## src/rtl/pen_pkg.sv

```systemverilog
// ----------------------------------------------------------------------------
// pen_pkg: shared types and constants for the polygon edge neighbor finder
// Field widths, operation and status codes, controller/datapath interface.
// ----------------------------------------------------------------------------
package pen_pkg;

  // Default capacities
  localparam int MAX_VERTICES_DEF = 1024;
  localparam int MAX_POLYGONS_DEF = 256;

  // Fixed field widths
  localparam int COORD_W  = 32;
  localparam int POLY_W   = 8;
  localparam int EDGE_W   = 10;
  localparam int ACTION_W = 2;
  localparam int STATUS_W = 2;

  // Item operations
  typedef enum logic [ACTION_W-1:0] {
    ACT_CLEAR = 2'd0,
    ACT_LOAD  = 2'd1,
    ACT_QUERY = 2'd2
  } action_t;

  // Query result codes
  typedef enum logic [STATUS_W-1:0] {
    ST_FOUND = 2'd0,
    ST_NONE  = 2'd1,
    ST_BAD   = 2'd2
  } status_t;

  // Vertex read address select
  typedef enum logic [1:0] {
    RD_A    = 2'd0,
    RD_B    = 2'd1,
    RD_SCAN = 2'd2
  } rd_sel_t;

  // Controller to datapath commands
  typedef struct packed {
    logic    capture;
    logic    clear;
    logic    load;
    rd_sel_t rd_sel;
    logic    latch_a;
    logic    latch_b;
    logic    scan_init;
    logic    scan;
    logic    set_bad;
    logic    set_none;
    logic    out_load;
  } ctrl_cmd_t;

  // Datapath to controller status
  typedef struct packed {
    logic bad;
    logic hit;
    logic scan_fin;
  } dp_status_t;

endpackage

```

## src/rtl/pen_ctrl.sv

```systemverilog
// ----------------------------------------------------------------------------
// pen_ctrl: sequencing controller
// Accepts items, steps a query through lookup, endpoint reads and the edge
// scan, and hands the result to the output register.
// ----------------------------------------------------------------------------
module pen_ctrl (
  input  logic                clk,
  input  logic                rst_n,
  input  logic                in_tvalid,
  input  pen_pkg::action_t    in_action,
  output logic                in_tready,
  output logic                out_tvalid,
  input  logic                out_tready,
  input  pen_pkg::dp_status_t st,
  output pen_pkg::ctrl_cmd_t  cmd
);
  import pen_pkg::*;

  typedef enum logic [6:0] {
    S_IDLE   = 7'b0000001,
    S_LOOKUP = 7'b0000010,
    S_CHECK  = 7'b0000100,
    S_RDA    = 7'b0001000,
    S_RDB    = 7'b0010000,
    S_SCAN   = 7'b0100000,
    S_DONE   = 7'b1000000
  } state_t;

  state_t state_r, state_nxt;
  logic   out_valid_r, out_valid_nxt;

  // Next state and commands
  always_comb begin
    state_nxt = state_r;
    cmd       = '0;
    cmd.rd_sel = RD_SCAN;
    in_tready = 1'b0;
    unique case (state_r)
      S_IDLE: begin
        in_tready = 1'b1;
        if (in_tvalid) begin
          unique case (in_action)
            ACT_CLEAR: cmd.clear = 1'b1;
            ACT_LOAD:  cmd.load  = 1'b1;
            ACT_QUERY: begin
              cmd.capture = 1'b1;
              state_nxt   = S_LOOKUP;
            end
            default: ;
          endcase
        end
      end
      S_LOOKUP: state_nxt = S_CHECK;
      S_CHECK: begin
        cmd.rd_sel = RD_A;
        if (st.bad) begin
          cmd.set_bad = 1'b1;
          state_nxt   = S_DONE;
        end else begin
          state_nxt = S_RDA;
        end
      end
      S_RDA: begin
        cmd.latch_a = 1'b1;
        cmd.rd_sel  = RD_B;
        state_nxt   = S_RDB;
      end
      S_RDB: begin
        cmd.latch_b   = 1'b1;
        cmd.scan_init = 1'b1;
        state_nxt     = S_SCAN;
      end
      S_SCAN: begin
        cmd.scan = 1'b1;
        if (st.hit) begin
          state_nxt = S_DONE;
        end else if (st.scan_fin) begin
          cmd.set_none = 1'b1;
          state_nxt    = S_DONE;
        end
      end
      S_DONE: begin
        if (!out_valid_r || out_tready) begin
          cmd.out_load = 1'b1;
          state_nxt    = S_IDLE;
        end
      end
      default: state_nxt = S_IDLE;
    endcase
  end

  // Output valid: set on load, cleared on transfer
  always_comb begin
    if (cmd.out_load) out_valid_nxt = 1'b1;
    else if (out_tready) out_valid_nxt = 1'b0;
    else out_valid_nxt = out_valid_r;
  end

  always_ff @(posedge clk) begin
    if (!rst_n) begin
      state_r     <= S_IDLE;
      out_valid_r <= 1'b0;
    end else begin
      state_r     <= state_nxt;
      out_valid_r <= out_valid_nxt;
    end
  end

  assign out_tvalid = out_valid_r;

endmodule

```

## config.mk

```make
export PLATFORM = sky130hd
export DESIGN_NAME = pen_ctrl
export DESIGN_NICKNAME = d
export VERILOG_FILES = /design/src/rtl/pen_pkg.sv /design/src/rtl/pen_ctrl.sv
export SDC_FILE = /design/constraint.sdc
export NUM_CORES = 1
export LEC_CHECK = 0
export BUFFER_PORTS_ARGS = -buffer_cell sky130_fd_sc_hd__buf_2
export CAP_MARGIN = 20
export CORE_AREA = 2 2 39 41
export CTS_CLUSTER_DIAMETER = 100
export DETAILED_ROUTE_END_ITERATION = 8
export DIE_AREA = 0 0 41 43
export PLACE_DENSITY = 0.74
export SETUP_SLACK_MARGIN = 0.4
export SLEW_MARGIN = 20
export SYNTH_ARGS = -nofsm -noshare
export SYNTH_HDL_FRONTEND = slang
export SYNTH_SLANG_ARGS = --single-unit
```

## constraint.sdc

```tcl
create_clock -name clk -period 3.2 [get_ports clk]
set_clock_uncertainty 0.15 [all_clocks]
set_input_delay 0.16 -clock clk [delete_from_list [all_inputs] [get_ports clk]]
set_output_delay 0.16 -clock clk [all_outputs]
set_load 0.03 [all_outputs]
```

Word-level counts from Yosys, hierarchy flattened
Cells that the tools add are included.
{ "classes": {"eq_ne": 13, "n_mux": 26, "reduce_logical": 5} }
{ "op_table": {"columns": ["operator", "count"], "rows": [
  ["7-bit one-hot mux with 7 select lines", 1],
  ["7-bit two-way mux", 6],
  ["1-bit two-way mux", 15],
  ["7-bit by 1-bit equality test with 1-bit output (second input constant)", 1],
  ["7-bit by 2-bit equality test with 1-bit output (second input constant)", 1],
  ["7-bit by 3-bit equality test with 1-bit output (second input constant)", 1],
  ["7-bit by 4-bit equality test with 1-bit output (second input constant)", 1],
  ["7-bit by 5-bit equality test with 1-bit output (second input constant)", 1],
  ["7-bit by 6-bit equality test with 1-bit output (second input constant)", 1],
  ["7-bit equality test (second input constant)", 1],
  ["3-bit two-way mux", 2],
  ["2-bit inequality test (second input constant)", 2],
  ["2-bit one-hot mux with 2 select lines", 1],
  ["4-bit AND reduction", 1],
  ["3-bit inequality test (second input constant)", 1],
  ["2-bit by 1-bit equality test with 1-bit output (second input constant)", 1],
  ["2-bit equality test (second input constant)", 1],
  ["2-bit logical NOT", 1],
  ["2-bit two-way mux", 1],
  ["2-bit by 1-bit inequality test with 1-bit output (second input constant)", 1],
  ["2-bit nonzero test", 1],
  ["1-bit logical NOT", 1],
  ["1-bit logical OR", 1]
]} }
{ "word_totals": {"register_bits": 8, "out_inout_bits": 14, "wordCells": 46} }

Depth between registers and ports, before layout
{ "depth": {"depth_word": 5, "ltp_mapped": 5, "mapped_depth_nobuf": 5} }

Worst setup path after synthesis
OpenSTA, ideal clock, no wires.
{ "synth_path": {"path_kind": "register to output", "startpoint": "register state_r[1]", "endpoint": "output cmd[10] (netlist name)", "arrival_time_ps": 1893, "required_time_ps": 2890, "slack_ps": 997, "stages_incl_launch_ff": 4, "n_path_buf": 0, "cell_sequence": "dfxtp_1 -> nor3_4 -> nand4b_1 -> nor4b_1"} }
{ "synth_rtl": {"columns": ["item", "line", "text"], "rows": [
  ["start, declared", "pen_ctrl.sv:29", "state_t state_r, state_nxt;"],
  ["start signal, assigned", "pen_ctrl.sv:104", "state_r <= state_nxt;"],
  ["end, declared", "pen_ctrl.sv:15", "output pen_pkg::ctrl_cmd_t cmd"]
]} }

==> metrics <==
die area 1760 µm²; GP Congestion 0.878; Total Power 0.495 mW; switch share 0.461; part of the power in combinational logic 0.542; TritonRoute pass-1 iters 4; Vias/cell 5.42; Die Y-Extent 43 µm; Met1 Wirelength 555 µm; Hold Buf Count CTS 0; Root Buffer clkbuf_4; status finished clean; Fill cells 137; Compound-Gate Fraction of Synth Area 0.168; initial antenna violation count 0; FP Rows 14; Initial DRC Count 15; highest metal used met4; vias after detailed routing 547; fmax 505 MHz; remaining global-route overflow 0; met3 routed WL 86 µm; Flop pwr share 0.299; Psw 0.228 mW; Post CTS Setup Buffer Count 0; Synth Cell Area 543 µm²; share of layout cells above drive strength 1 0.365; mux cell area share after synthesis 0; Final WS setup 1220 ps; DIE WIDTH 41 µm; cell area after layout 673 µm²; worst skew pair latency 260 ps; xor/xnor share of the synthesized area 0.0161; Total GRT Usage 0.173; placed cells 98; fin crit share 0.619; Setup CP Type reg2out; Pint 0.266 mW; diode count 0; Worst EP arrival 1670 ps; total negative slack 0 ps; Area after DPL 651 µm²; Layout Cells excl Fill 101; post-synthesis cell count 63; Cell Pwr Density 735 nW/µm²; # resized after CTS 0; Area Overhead vs Synth 24.0%; Yosys Warn Count 0; Setup-failing EPs final 0; slowest CP cell dfxtp_1; unrepaired setup endpoints after global routing no; DP Worst Slack 1480 ps; library cells used by synthesis 31; main combinational cell family by area after synthesis simple AND/OR/NAND/NOR gates; slowest stage delay, CP 360 ps; Final #Nets 96; largest net degree at the start of global routing 8; min cycle time layout 1980 ps; sequential element share of the synthesized area 0.295; peak supply drop 0.319 mV; Core ar. 1380 µm²; post-DP HPWL 977 µm; syn_nets 72; commonest non-fill, non-tap cell in the layout buf_2; post-synthesis register bit count 8; Worst Tran Pin Value 382 ps; critical path endpoint category output pin; startpoint types register; Routed Wire Length 1230 µm; Longest Clk Path Bufs 2; post-synthesis adder-cell area fraction 0; number of buffers created by CTS 3; Worst Hold Class in2reg; global-route wire length before repair 2010 µm; DRT antenna net count 0; Final Util 0.486; simple-gate share of the synthesized area 0.452; Clock transition at path regs 50 ps; most frequent cells in the layout buf_2 (22), nor2_1 (8), dfxtp_1 (8), inv_1 (4); Routed WL per cell 12.2 µm; clock sink count 8; IO Port Bufs 22; final slew viol count 0; Met2 Wirelength 565 µm; relative slew slack 0.744; Initial Util 0.392; CTS tree built; CP cell instances nor3_4 -> nand4b_1 -> nor4b_1 -> buf_2; vias in the first global route 511; Pleak 0.343 nW; count of max-cap constraint violations 0; # H-tree levels 1; WP data required 2890 ps; clock share of power 0.159; Hold Fails Final Rpt 0; Avg Cell Area, Syn 8.62 µm²; worst-path fanout max 7; I/O pin count 23; worst hold margin 0.597 ps; # DRC 0
cell families after synthesis:
logic type	after synthesis
buf+inv	7
xor+xnor	1
simple gates	35
flops	8
compound gates	12
routing by layer:
metal | up-vias | track usage
met5 | - | 0
met2 | 26 | 0.231
met1 | 239 | 0.219
met4 | 0 | 0.100
met3 | 2 | 0.0785
li1 | 280 | -
final cells by class:
cell class | instances | area, µm² | share of cell area
Tap cell | 16 | 20.0 | 0.0297
Multi-Input combinational cell | 48 | 345 | 0.513
Inverter | 4 | 15.0 | 0.0223
Sequential cell | 8 | 160 | 0.238
Timing Repair Buffer | 22 | 110 | 0.164
Clock buffer | 3 | 22.5 | 0.0335
state kept, by name, indices dropped and copies added (netlist names):
signal      flops
out_tvalid      1
state_r         7
cell usage after synthesis:
master	n	area [µm²]
nand4_1	1	6.26
nand4b_1	2	17.5
o211a_1	1	10.0
nor4b_1	1	8.76
o221ai_1	1	8.76
a21oi_1	1	5.00
or2_4	1	8.76
and3b_2	1	10.0
nand2_1	3	11.3
buf_4	3	22.5
nand2b_1	2	12.5
a31oi_1	2	12.5
xor2_1	1	8.76
and3b_1	1	8.76
nor2_1	8	30.0
o211ai_1	2	15.0
or2_2	1	6.26
and4b_1	3	30.0
nor3_4	1	16.3
a311oi_1	1	8.76
dfxtp_1	8	160
inv_1	4	15.0
a221oi_2	1	15.0
o21ai_0	2	10.0
nand4_2	1	12.5
nand3b_1	3	22.5
nor3b_1	2	15.0
o22ai_1	1	6.26
nor2b_1	2	12.5
and3_1	1	6.26
nor4bb_1	1	10.0
critical path, delay by kind of cell (launching register included):
family	cells	cell delay (ps)
simple gates	3	820
flops	1	360
buf+inv	1	240
power by group through the flow:
| stage | clock network [mW] | registers, mW | logic, mW |
|---|---|---|---|
| after floorplan | 0 | 0.144 | 0.212 |
| after global placement | 0 | 0.147 | 0.263 |
| after detailed placement | 0 | 0.149 | 0.267 |
| after CTS | 0.0818 | 0.147 | 0.269 |
| after global routing | 0.0913 | 0.152 | 0.300 |
| final | 0.0785 | 0.148 | 0.268 |
final timing paths:
check	from	endpoint	slack [ps]	cells past startpoint
worst min register to register	out_tvalid	out_tvalid	350	2
worst min-delay path	rst_n	state_r[0]	0.6	2
worst max register to register	state_r[0]	state_r[6]	1580	4
worst max-delay path	state_r[1]	cmd[10]	1220	4
Note: power is estimated with default switching activity, not from simulation.
